File: src/rtl/core/mrpm_pkg.sv
`timescale 1ns / 1ps
// ----------------------------------------------------------------------------
// mrpm_pkg: shared types and constants of the modbus rtu poll master
// crc-16 step, frame constants, register indices and the front/back command
// ----------------------------------------------------------------------------
package mrpm_pkg;

	localparam logic [15:0] CRC_INIT  = 16'hFFFF;
	localparam logic [15:0] CRC_POLY  = 16'hA001;

	localparam logic [7:0] FUNC_READ   = 8'd3;
	localparam logic [7:0] FUNC_WRITE  = 8'd6;
	localparam logic [7:0] READ_QTY    = 8'd1;
	localparam logic [7:0] WRITE_VALUE = 8'd5;

	localparam logic [7:0] MIN_FRAME = 8'd5;
	localparam logic [7:0] COUNT_MAX = 8'hFF;

	localparam logic [7:0] MAX_SLAVE_RST    = 8'd10;
	localparam logic [7:0] HOLDING_BASE_RST = 8'd0;
	localparam logic [7:0] LED_OFFSET_RST   = 8'd0;
	localparam logic [7:0] FIRST_SLAVE      = 8'd1;

	localparam int CMD_DEPTH = 2;

	typedef enum logic [1:0] {
		REG_MAX_SLAVE    = 2'd0,
		REG_HOLDING_BASE = 2'd1,
		REG_LED_OFFSET   = 2'd2
	} reg_idx_t;

	typedef enum logic {
		MODE_POLL = 1'b0,
		MODE_BYTE = 1'b1
	} mode_t;

	typedef enum logic {
		KIND_TX     = 1'b0,
		KIND_UPDATE = 1'b1
	} kind_t;

	// one unit of work for the back end: a request frame or a reply outcome
	typedef struct packed {
		logic        is_reply;
		logic [7:0]  addr;
		logic [7:0]  index;
		logic [15:0] value;
	} cmd_t;

	function automatic logic [15:0] crc_add(input logic [15:0] crc, input logic [7:0] b);
		logic [15:0] c;
		c = crc ^ {8'h00, b};
		for (int k = 0; k < 8; k++) begin
			c = c[0] ? ((c >> 1) ^ CRC_POLY) : (c >> 1);
		end
		return c;
	endfunction

endpackage

File: src/rtl/core/modbus_rtu_poll_master_core.sv
`timescale 1ns / 1ps
// ----------------------------------------------------------------------------
// modbus_rtu_poll_master_core: modbus rtu round-robin poll master
// front gathers reply bytes and issues commands, back emits frames and updates
//
// channel  direction  handshake           payload
// s_*      in         s_tvalid/s_tready   tdata rx_byte, tlast frame_end, tuser mode
// m_*      out        m_tvalid/m_tready   tdata tx_byte/index/value, tlast last, tuser kind
// cfg_*    in         cfg_valid/cfg_ready cfg_index register, cfg_data value
//
// the front takes a received byte in any cycle that input ready is high; in the back end
// a poll tick is one load and eight bytes, an accepted reply a load, update, eight bytes
// the crc sequencer in the back end does one crc byte step a cycle unless stalled
// input ready drops only while the command queue (CMD_DEPTH entries) is full
// output stalls hold the output register; the front runs on meanwhile
// asynchronous active-low reset; no clearing pass is needed
// ----------------------------------------------------------------------------
module modbus_rtu_poll_master_core #(
	parameter int CMD_DEPTH = mrpm_pkg::CMD_DEPTH
) (
	input  logic        clk,
	input  logic        arst_n,
	input  logic        cfg_valid,
	output logic        cfg_ready,
	input  logic [1:0]  cfg_index,
	input  logic [7:0]  cfg_data,
	input  logic        s_tvalid,
	output logic        s_tready,
	input  logic [7:0]  s_tdata,   // [7:0] rx_byte
	input  logic        s_tlast,
	input  logic        s_tuser,   // [0] mode
	output logic        m_tvalid,
	input  logic        m_tready,
	output logic [31:0] m_tdata,   // [7:0] tx_byte, [15:8] update_index, [31:16] update_value
	output logic        m_tlast,
	output logic        m_tuser    // [0] kind
);

	mrpm_pkg::cmd_t push_cmd, pop_cmd;
	logic           q_ready, q_push, q_valid, q_pop;

	mrpm_front u_front (
		.clk       (clk),
		.arst_n    (arst_n),
		.cfg_valid (cfg_valid),
		.cfg_ready (cfg_ready),
		.cfg_index (cfg_index),
		.cfg_data  (cfg_data),
		.s_tvalid  (s_tvalid),
		.s_tready  (s_tready),
		.s_tdata   (s_tdata),
		.s_tlast   (s_tlast),
		.s_tuser   (s_tuser),
		.q_ready   (q_ready),
		.q_push    (q_push),
		.q_cmd     (push_cmd)
	);

	mrpm_cmd_fifo #(
		.DEPTH (CMD_DEPTH)
	) u_fifo (
		.clk      (clk),
		.arst_n   (arst_n),
		.push     (q_push),
		.push_cmd (push_cmd),
		.ready    (q_ready),
		.pop      (q_pop),
		.valid    (q_valid),
		.pop_cmd  (pop_cmd)
	);

	mrpm_back u_back (
		.clk      (clk),
		.arst_n   (arst_n),
		.q_valid  (q_valid),
		.q_cmd    (pop_cmd),
		.q_pop    (q_pop),
		.m_tvalid (m_tvalid),
		.m_tready (m_tready),
		.m_tdata  (m_tdata),
		.m_tlast  (m_tlast),
		.m_tuser  (m_tuser)
	);

endmodule

File: src/rtl/core/mrpm_front.sv
`timescale 1ns / 1ps
// ----------------------------------------------------------------------------
// mrpm_front: input side of the poll master
// holds configuration, slave counter and reply gathering; checks each reply
// at frame end and pushes poll or reply commands into the queue
// ----------------------------------------------------------------------------
module mrpm_front (
	input  logic                 clk,
	input  logic                 arst_n,
	input  logic                 cfg_valid,
	output logic                 cfg_ready,
	input  logic [1:0]           cfg_index,
	input  logic [7:0]           cfg_data,
	input  logic                 s_tvalid,
	output logic                 s_tready,
	input  logic [7:0]           s_tdata,
	input  logic                 s_tlast,
	input  logic                 s_tuser,
	input  logic                 q_ready,
	output logic                 q_push,
	output mrpm_pkg::cmd_t       q_cmd
);

	logic [7:0]  max_slave_q, holding_base_q, led_offset_q;
	logic [7:0]  next_slave_q, last_polled_q, rx_count_q;
	logic [7:0]  hdr_q [4];
	logic [7:0]  value_lo_q, tail_q;
	logic [15:0] crc0_q, crc1_q;

	logic        accept, is_poll, reply_ok;
	logic [7:0]  value_lo;

	assign cfg_ready = 1'b1;
	assign s_tready  = q_ready;
	assign accept    = s_tvalid && s_tready;
	assign is_poll   = (s_tuser == mrpm_pkg::MODE_POLL);

	// on a five-byte frame the value low byte is the one arriving now
	assign value_lo = (rx_count_q == 8'd4) ? s_tdata : value_lo_q;

	// crc over all but the last two bytes is the running crc two bytes back
	assign reply_ok = (rx_count_q >= (mrpm_pkg::MIN_FRAME - 8'd1))
		&& (hdr_q[0] == last_polled_q)
		&& (crc1_q[7:0] == tail_q)
		&& (crc1_q[15:8] == s_tdata)
		&& (hdr_q[1] == mrpm_pkg::FUNC_READ);

	always_comb begin
		q_cmd.is_reply = !is_poll;
		q_cmd.addr     = is_poll ? next_slave_q : 8'(led_offset_q + last_polled_q - 8'd1);
		q_cmd.index    = is_poll ? 8'd0 : 8'(holding_base_q + last_polled_q - 8'd1);
		q_cmd.value    = is_poll ? 16'd0 : {hdr_q[3], value_lo};
	end

	assign q_push = accept && (is_poll || (s_tlast && reply_ok));

	always_ff @(posedge clk or negedge arst_n) begin
		if (!arst_n) begin
			max_slave_q    <= mrpm_pkg::MAX_SLAVE_RST;
			holding_base_q <= mrpm_pkg::HOLDING_BASE_RST;
			led_offset_q   <= mrpm_pkg::LED_OFFSET_RST;
			next_slave_q   <= mrpm_pkg::FIRST_SLAVE;
			last_polled_q  <= 8'd0;
			rx_count_q     <= 8'd0;
			for (int i = 0; i < 4; i++) hdr_q[i] <= 8'd0;
			value_lo_q     <= 8'd0;
			tail_q         <= 8'd0;
			crc0_q         <= mrpm_pkg::CRC_INIT;
			crc1_q         <= mrpm_pkg::CRC_INIT;
		end else begin
			if (cfg_valid && cfg_ready) begin
				unique case (cfg_index)
					mrpm_pkg::REG_MAX_SLAVE:    max_slave_q    <= cfg_data;
					mrpm_pkg::REG_HOLDING_BASE: holding_base_q <= cfg_data;
					mrpm_pkg::REG_LED_OFFSET:   led_offset_q   <= cfg_data;
					default: ;
				endcase
			end
			if (accept && is_poll) begin
				last_polled_q <= next_slave_q;
				if (next_slave_q >= max_slave_q) begin
					next_slave_q <= mrpm_pkg::FIRST_SLAVE;
				end else begin
					next_slave_q <= next_slave_q + 8'd1;
				end
			end else if (accept && s_tlast) begin
				// a frame end in byte mode drops the gathered frame
				rx_count_q <= 8'd0;
				for (int i = 0; i < 4; i++) hdr_q[i] <= 8'd0;
				value_lo_q <= 8'd0;
				tail_q     <= 8'd0;
				crc0_q     <= mrpm_pkg::CRC_INIT;
				crc1_q     <= mrpm_pkg::CRC_INIT;
			end else if (accept) begin
				if (rx_count_q < 8'd4) begin
					hdr_q[rx_count_q[1:0]] <= s_tdata;
				end
				if (rx_count_q == 8'd4) begin
					value_lo_q <= s_tdata;
				end
				crc1_q <= crc0_q;
				crc0_q <= mrpm_pkg::crc_add(crc0_q, s_tdata);
				tail_q <= s_tdata;
				if (rx_count_q != mrpm_pkg::COUNT_MAX) begin
					rx_count_q <= rx_count_q + 8'd1;
				end
			end
		end
	end

endmodule

File: src/rtl/core/mrpm_cmd_fifo.sv
`timescale 1ns / 1ps
// ----------------------------------------------------------------------------
// mrpm_cmd_fifo: short command queue between front and back
// register-based circular buffer with occupancy count
// ----------------------------------------------------------------------------
module mrpm_cmd_fifo #(
	parameter int DEPTH = mrpm_pkg::CMD_DEPTH
) (
	input  logic           clk,
	input  logic           arst_n,
	input  logic           push,
	input  mrpm_pkg::cmd_t push_cmd,
	output logic           ready,
	input  logic           pop,
	output logic           valid,
	output mrpm_pkg::cmd_t pop_cmd
);

	localparam int AW = (DEPTH > 1) ? $clog2(DEPTH) : 1;
	localparam int CW = $clog2(DEPTH + 1);

	mrpm_pkg::cmd_t mem_q [DEPTH];
	logic [AW-1:0]  wr_ptr_q, rd_ptr_q;
	logic [CW-1:0]  count_q;

	assign ready   = (count_q != CW'(DEPTH));
	assign valid   = (count_q != '0);
	assign pop_cmd = mem_q[rd_ptr_q];

	always_ff @(posedge clk) begin
		if (push) begin
			mem_q[wr_ptr_q] <= push_cmd;
		end
	end

	always_ff @(posedge clk or negedge arst_n) begin
		if (!arst_n) begin
			wr_ptr_q <= '0;
			rd_ptr_q <= '0;
			count_q  <= '0;
		end else begin
			if (push) begin
				wr_ptr_q <= (wr_ptr_q == AW'(DEPTH - 1)) ? '0 : wr_ptr_q + AW'(1);
			end
			if (pop) begin
				rd_ptr_q <= (rd_ptr_q == AW'(DEPTH - 1)) ? '0 : rd_ptr_q + AW'(1);
			end
			if (push && !pop) begin
				count_q <= count_q + CW'(1);
			end else if (pop && !push) begin
				count_q <= count_q - CW'(1);
			end
		end
	end

	a_no_overflow: assert property (@(posedge clk) disable iff (!arst_n)
		!(push && !ready && !pop)) else $error("command queue overflow");

	a_no_underflow: assert property (@(posedge clk) disable iff (!arst_n)
		!(pop && !valid)) else $error("command queue underflow");

	a_count_bound: assert property (@(posedge clk) disable iff (!arst_n)
		count_q <= CW'(DEPTH)) else $error("command queue count out of range");

endmodule

File: src/rtl/core/mrpm_back.sv
`timescale 1ns / 1ps
// ----------------------------------------------------------------------------
// mrpm_back: result sequencer of the poll master
// expands one command into an optional holding update and an 8-byte frame,
// with its crc built a byte per cycle unless stalled, into an output register
// ----------------------------------------------------------------------------
module mrpm_back (
	input  logic           clk,
	input  logic           arst_n,
	input  logic           q_valid,
	input  mrpm_pkg::cmd_t q_cmd,
	output logic           q_pop,
	output logic           m_tvalid,
	input  logic           m_tready,
	output logic [31:0]    m_tdata,
	output logic           m_tlast,
	output logic           m_tuser
);

	mrpm_pkg::cmd_t cmd_q;
	logic           busy_q, out_valid_q;
	logic [3:0]     pos_q;
	logic [15:0]    crc_q;
	logic [31:0]    out_data_q;
	logic           out_last_q, out_kind_q;

	logic           advance, is_update, final_pos;
	logic [3:0]     fidx;
	logic [7:0]     fbyte;

	assign q_pop     = !busy_q && q_valid;
	assign advance   = busy_q && (!out_valid_q || m_tready);
	assign is_update = cmd_q.is_reply && (pos_q == 4'd0);
	assign fidx      = cmd_q.is_reply ? (pos_q - 4'd1) : pos_q;
	assign final_pos = (fidx == 4'd7) && !is_update;

	always_comb begin
		unique case (fidx)
			4'd0:    fbyte = cmd_q.addr;
			4'd1:    fbyte = cmd_q.is_reply ? mrpm_pkg::FUNC_WRITE : mrpm_pkg::FUNC_READ;
			4'd5:    fbyte = cmd_q.is_reply ? mrpm_pkg::WRITE_VALUE : mrpm_pkg::READ_QTY;
			4'd6:    fbyte = crc_q[7:0];
			4'd7:    fbyte = crc_q[15:8];
			default: fbyte = 8'd0;
		endcase
	end

	always_ff @(posedge clk) begin
		if (q_pop) begin
			cmd_q <= q_cmd;
			crc_q <= mrpm_pkg::CRC_INIT;
		end else if (advance && !is_update && fidx < 4'd6) begin
			crc_q <= mrpm_pkg::crc_add(crc_q, fbyte);
		end
		if (advance) begin
			// tdata: tx_byte, update_index, update_value
			out_data_q <= is_update ? {cmd_q.value, cmd_q.index, 8'd0} : {24'd0, fbyte};
			out_kind_q <= is_update ? mrpm_pkg::KIND_UPDATE : mrpm_pkg::KIND_TX;
			out_last_q <= final_pos;
		end
	end

	always_ff @(posedge clk or negedge arst_n) begin
		if (!arst_n) begin
			busy_q      <= 1'b0;
			out_valid_q <= 1'b0;
			pos_q       <= 4'd0;
		end else begin
			if (m_tvalid && m_tready) begin
				out_valid_q <= 1'b0;
			end
			if (q_pop) begin
				busy_q <= 1'b1;
				pos_q  <= 4'd0;
			end else if (advance) begin
				out_valid_q <= 1'b1;
				pos_q       <= pos_q + 4'd1;
				if (final_pos) begin
					busy_q <= 1'b0;
				end
			end
		end
	end

	assign m_tvalid = out_valid_q;
	assign m_tdata  = out_data_q;
	assign m_tlast  = out_last_q;
	assign m_tuser  = out_kind_q;

	// a reply command ends one past its last frame byte
	a_pos_bound: assert property (@(posedge clk) disable iff (!arst_n)
		pos_q <= 4'd9) else $error("sequencer position out of range");

	a_update_not_last: assert property (@(posedge clk) disable iff (!arst_n)
		(m_tvalid && m_tuser == mrpm_pkg::KIND_UPDATE) |-> !m_tlast)
		else $error("update result marked last");

	a_done_on_last: assert property (@(posedge clk) disable iff (!arst_n)
		$fell(busy_q) |-> (m_tvalid && m_tlast))
		else $error("command finished without a last result");

endmodule

File: config.mk
export PLATFORM = sky130hd
export DESIGN_NAME = modbus_rtu_poll_master_core
export DESIGN_NICKNAME = d
export VERILOG_FILES = /design/src/rtl/core/mrpm_pkg.sv /design/src/rtl/core/modbus_rtu_poll_master_core.sv /design/src/rtl/core/mrpm_front.sv /design/src/rtl/core/mrpm_cmd_fifo.sv /design/src/rtl/core/mrpm_back.sv
export SDC_FILE = /design/constraint.sdc
export NUM_CORES = 1
export LEC_CHECK = 0
export ABC_AREA = 1
export BUFFER_PORTS_ARGS = -buffer_cell sky130_fd_sc_hd__buf_2
export CAP_MARGIN = 10
export CORE_MARGIN = 2
export CORE_UTILIZATION = 55
export DETAILED_ROUTE_END_ITERATION = 8
export PLACE_DENSITY = 0.73
export SYNTH_ARGS = -nofsm -noshare
export SYNTH_HDL_FRONTEND = slang
export SYNTH_SLANG_ARGS = --single-unit
File: constraint.sdc
create_clock -name clk -period 10.4 [get_ports clk]
set_input_delay 2.6 -clock clk [delete_from_list [all_inputs] [get_ports clk]]
set_output_delay 2.6 -clock clk [all_outputs]
set_load 0.005 [all_outputs]
# Word-level counts from Yosys, hierarchy flattened
# Memory sizes are Yosys's and may differ from the RTL's. A register that Yosys moved wholly into a read port is not among the register bits.
# Cells that the tools add are included.
# word_totals
wordCells,178
n_memories,1
regBits,188
ramBits,66
input_bits,25
# mem_list
name,words,width,read_ports,rd_clocked_by_memory_dff,write_ports,line,source
u_fifo.mem_q,2,33,1,1,1,mrpm_cmd_fifo.sv:22,mrpm_pkg::cmd_t mem_q [DEPTH];
# classes
reduce_logical,43
n_lt_le_gt_ge,6
n_mux,57
add_sub_neg,12
n_bitwise,21
eq_ne,13
# ops
cell,count
two-way mux 16 bit,21
two-way mux 32 bit,3
two-way mux 8 bit,12
NOT 2 -> 3 bit,17
one-hot mux 8 bit (5 select lines),1
bitwise mux 32 bit,1
XOR 16 x 8 -> 16 bit,2
equality test 8 bit,3
logical AND 1 bit,19
adder 8 x 1 -> 8 bit (second input constant),2
adder 8 bit,2
demux 8 bit (select 2 bit),1
subtractor 8 x 1 -> 8 bit (second input constant),2
nonzero test 2 bit,7
equality test 4 x 3 -> 1 bit (second input constant),3
two-way mux 4 bit,3
two-way mux 1 bit,11
AND reduction 2 bit,5
equality test 8 x 2 -> 1 bit (second input constant),1
equality test 8 x 3 -> 1 bit (second input constant),1
>= comparator 8 x 3 -> 1 bit (second input constant),1
>= comparator 8 bit,1
zero test 4 bit,2
< comparator 8 x 3 -> 1 bit (second input constant),1
20 further kinds,30

# Logic depth before layout (Yosys ltp)
# logic_depth
word_depth,21
depth_mapped,24
mapped_depth_nobuf,24

# Hierarchy
# From an unflattened synthesis, not the netlist that was laid out.
# hier_totals
hier_cells,1316
area_unflattened_um2,13202.7
# modules_own_cells
mod,n_inst,cells_each,seq_area_each_um2,area_each_um2
mrpm_front,1,802,2915.3,6512.5
mrpm_back,1,386,2482.4,3950.0
mrpm_cmd_fifo,1,128,2082.0,2740.1

# Worst setup path before layout
# Ideal clock, no wire load.
# synth_path
path_kind,in2reg
start,in s_tdata[5]
end,"mem u_fifo.mem_q[1][0] (netlist name), enable pin"
path_buffers,0
path_stages,8
path_slack_ns,4.964
setup_time_ns,0.425
arrival_time_ns,5.011
required_time_ns,9.975
path_cell_list,xnor2_1 > ha_1 > nand4_1 > nor3_1 > nand4_1 > nand2_1 > inv_1 > nor2_1
# synth_via
elab_chain_len,8
# synth_lines
element,line,source
start: declaration,modbus_rtu_poll_master_core.sv:29,"input logic [7:0] s_tdata,"
equality test 8 bit,mrpm_front.sv:45,&& (crc1_q[15:8] == s_tdata)
logical AND 1 bit,mrpm_front.sv:45,
logical AND 1 bit,mrpm_front.sv:46,&& (hdr_q[1] == mrpm_pkg::FUNC_READ);
logical AND 1 bit,mrpm_front.sv:55,assign q_push = accept && (is_poll || (s_tlast && reply_ok));
logical OR 1 bit,mrpm_front.sv:55,
logical AND 1 bit,mrpm_front.sv:55,
net q_push,modbus_rtu_poll_master_core.sv:40,"logic q_ready, q_push, q_valid, q_pop;"
two-way mux 1 bit,mrpm_cmd_fifo.sv:31,if (push) begin
two-way mux 1 bit (implied by the code),mrpm_cmd_fifo.sv:32,mem_q[wr_ptr_q] <= push_cmd;
end: declaration,mrpm_cmd_fifo.sv:22,
# The timed path passes the listed nets, and every way through them passes these cells.

# Final worst setup path
# layout_path
start,in s_tuser
end,reg u_front.crc0_q[12]
# layout_via
elab_chain_len,4
# layout_lines
element,line,source
start: declaration,modbus_rtu_poll_master_core.sv:31,"input logic s_tuser,"
NOT 1 bit,mrpm_front.sv:36,assign is_poll = (s_tuser == mrpm_pkg::MODE_POLL);
logical AND 1 bit,mrpm_front.sv:79,if (accept && is_poll) begin
NOT 1 bit (no source line),--,
AND reduction 2 bit (no source line),--,
end signal: assignment,mrpm_front.sv:68,crc0_q <= mrpm_pkg::CRC_INIT;
end signal: assignment,mrpm_front.sv:92,crc0_q <= mrpm_pkg::CRC_INIT;
end signal: assignment,mrpm_front.sv:102,"crc0_q <= mrpm_pkg::crc_add(crc0_q, s_tdata);"
end: declaration,mrpm_front.sv:28,"logic [15:0] crc0_q, crc1_q;"
# Every way passes these cells.
# A chain may end at the register's enable or synchronous reset.

==> impl_metrics.ini <==
[layout]
syn2layout_area_growth_pct = 12.2
layout.nets = 1439
utilization_pct = 63.0
multi_input_area_mm2 = 0.00429
num_antenna_cells = 0
final-instance-count-excl-fill = 1675
register_area_mm2 = 0.00748
nFillCells = 1827
drive_gt1_share_pct = 12.9
final_area_mm2 = 0.0143

[cts]
cts-root-buf = clkbuf_16
clockBufferDepth = 3
path_clk_slew_ns = 0.06
cts_resized = 0
clock_sinks = 274
clock_latency_ns = 0.54
cts_max_level = 1
numCtsBuffers = 28
cts_tree = yes
postCtsSetupBuffers = 0
hold_buffers = 0

[pwr]
leakagePower_uw = 0.00668
irDropWorstVdd_uv = 242
power_density_mw_per_mm2 = 317

[yosys]
yosysUniqueCellTypes = 51
ys_seq_area_share_pct = 58.6
syn-cell-area_mm2 = 0.0128
syn_inst = 1303
synthArstFlopShare_pct = 45.6
ys_warn_count = 0
yosys.area.top_type_share_pct = 31.3
syn_nets = 1374
synth_edf_count = 133
yosys_register_bits = 274
netlist_top_cells_area = edfxtp_1 31%, dfrtp_1 19%, nand2_1 8.4%, inv_1 6.3%, dfstp_2 6.2%
syn_area_per_cell_um2 = 9.79
synth_area_leader_cell = edfxtp_1
synth_ff_type = edfxtp_1

[grt]
grt_pass1_wl_mm = 41.8
grt_pass1_vias = 8315
grt_max_degree = 77
grt_overflow = 0
grt_usage_pct = 21.2
antenna_found_initial = 0

[timing]
period_needed_ns = 5.17
setup_viol = 0
drv_slew = 0
finalHoldViolations = 0
fin_crit_sh_pct = 49.7
holdWs_ns = 0.476
slew_headroom_pct = 27.7
timing.fmax_ghz = 0.193
setup_tns_ns = 0
clock_skew_ns = 0.0203
worst_pin_slew_ns = 1.08
rsz0062_at_grt = false

[detailed_routing]
route.detailed.wl_per_inst_um = 15.0
vias = 8814
ant_nets = 0
vias_per_cell = 5.26
drt_first_pass_iters = 6
first_iter_violations = 807
drc = 0
finalWirelength_mm = 25.2

[worst_setup_path]
cp_max_fo = 27
end_kind = flip-flop
start_kind = primary input
worstPathRequired_ns = 10.85
worstPathArrival_ns = 5.62
critical_path_class = primary input to flip-flop

[placement]
place.gp.congestion = 0.917
port-buffer-count = 60
placed_area_mm2 = 0.0133
place_hpwl_mm = 17.5
dp.cells = 1623

[flow_run]
drv_cap = 0

[floorplanning]
num_io_pins = 62
die_y_um = 156
core_mm2 = 0.0227
dieArea_mm2 = 0.0244
die_w_um = 156
start_util_pct = 56.2
num_rows = 55

[status]
outcome = finished, final reports clean

[min_path]
hp-class = flip-flop to flip-flop
per-stage QoR:
| step | setup WS (ns) | total power (µW) |
|---|---|---|
| after global routing | 4.81 | 4890 |
| after detailed placement | 4.70 | 3480 |
| after global placement | 4.80 | 3420 |
| after floorplan | 4.96 | 3040 |
| after CTS | 5.24 | 4550 |
| final | 5.23 | 4540 |
cell usage after synthesis, types with 5 or more instances:
library cell,n
o21a_1,5
o22ai_1,25
nor2_1,86
o21ai_0,98
dfstp_2,30
a21oi_1,42
xnor2_1,20
o31ai_1,6
nand2_1,285
inv_1,215
nand2_2,11
edfxtp_1,133
a22oi_1,15
nand4_1,8
nand3_1,33
clkbuf_1,27
dfrtp_1,95
nor4_1,6
nor3_1,10
nand3_2,8
ha_1,44
xor2_1,25
dfxtp_1,16
o211ai_1,10
power breakdown:
| part | leakage [µW] | switching (µW) | total [µW] | internal [µW] |
|---|---|---|---|---|
| Sequential | 0.00294 | 176 | 1730 | 1550 |
| Combinational | 0.00327 | 1140 | 1770 | 627 |
| Clock | 0.000470 | 408 | 1050 | 642 |
layer usage:
layer / global-route usage, % / routed length (µm)
met5: 0 / 0
met4: 5.46 / 603
met3: 2.80 / 1190
met2: 33.8 / 11500
met1: 30.9 / 11900
logic make-up (layout without fill, tap and decap cells):
logic type | Yosys count | count (layout) | synth area share [%]
XOR/XNOR | 46 | 46 | 3.22
AND/OR/NAND/NOR | 462 | 462 | 15.6
buffers and inverters | 256 | 343 | 7.85
other | 1 | 1 | 0.0294
adder cells (fa/ha/maj) | 46 | 46 | 4.63
flip-flops | 274 | 274 | 58.6
AO/OA/AOI/OAI | 218 | 218 | 10.1
critical path, stage by stage:
cell and delay, ns:
buf_2 0.31, inv_1 0.37, nor2_1 0.19, buf_4 0.30, clkinv_1 0.66, nor2_1 0.35, clkinv_1 0.50, nor2_1 0.25
a21oi_1 0.06
path summary, 6_finish.rpt:
check                      slack [ns]              start                     to  depth (start not counted)
setup / recovery                 5.23            s_tuser     u_front.crc0_q[12]                          9
hold / removal                   0.48  u_fifo.count_q[0]      u_fifo.count_q[0]                          1
setup reg to reg                 7.26    u_back.pos_q[0]       u_back.crc_q[15]                         21
hold reg to reg                  0.48  u_fifo.count_q[0]      u_fifo.count_q[0]                          1
max in group asynchronous        6.93             arst_n      u_front.hdr_q[21]                          2
min in group asynchronous        2.22             arst_n  u_front.rx_count_q[6]                          1
placed cells by master, fill, tap and decap left out, types with 6 or more instances in the layout:
| master | instances |
|---|---|
| o211ai_1 | 10 |
| nand4_1 | 8 |
| nor3_1 | 10 |
| dfxtp_1 | 16 |
| ha_1 | 44 |
| clkbuf_16 | 28 |
| o21ai_0 | 98 |
| nand3_1 | 33 |
| nand3_2 | 8 |
| xnor2_1 | 20 |
| clkinv_1 | 7 |
| dfrtp_1 | 95 |
| nor2_1 | 84 |
| inv_1 | 215 |
| edfxtp_1 | 133 |
| buf_2 | 59 |
| nand2_1 | 285 |
| nand2_2 | 11 |
| a22oi_1 | 15 |
| xor2_1 | 25 |
| o31ai_1 | 6 |
| o22ai_1 | 25 |
| dfstp_2 | 30 |
| clkbuf_1 | 6 |
| buf_4 | 10 |
| a21oi_1 | 42 |
layout make-up:
type | count | share of cell area (%)
sequential | 274 | 52.3
clock buffer | 37 | 5.34
timing repair buffer | 69 | 2.59
inverter | 222 | 5.82
clock inverter | 15 | 1.53
multi-input combinational | 773 | 30.0
tap | 285 | 2.49
sequential cells by signal, summed over array words and instances, names as in the netlist, 2 cells and up:
| name | flops |
|---|---|
| u_back.pos_q | 4 |
| u_front.rx_count_q | 8 |
| u_front.next_slave_q | 8 |
| u_back.cmd_q | 33 |
| u_front.max_slave_q | 8 |
| u_fifo.mem_q | 66 |
| u_front.value_lo_q | 8 |
| u_back.m_tdata | 32 |
| u_fifo.count_q | 2 |
| u_front.tail_q | 8 |
| u_front.led_offset_q | 8 |
| u_front.hdr_q | 24 |
| u_front.last_polled_q | 8 |
| u_front.crc0_q | 11 |
| u_front.crc1_q | 16 |
| u_front.holding_base_q | 8 |
| u_back.crc_q | 16 |
Note: power is estimated with default switching activity, not from simulation.
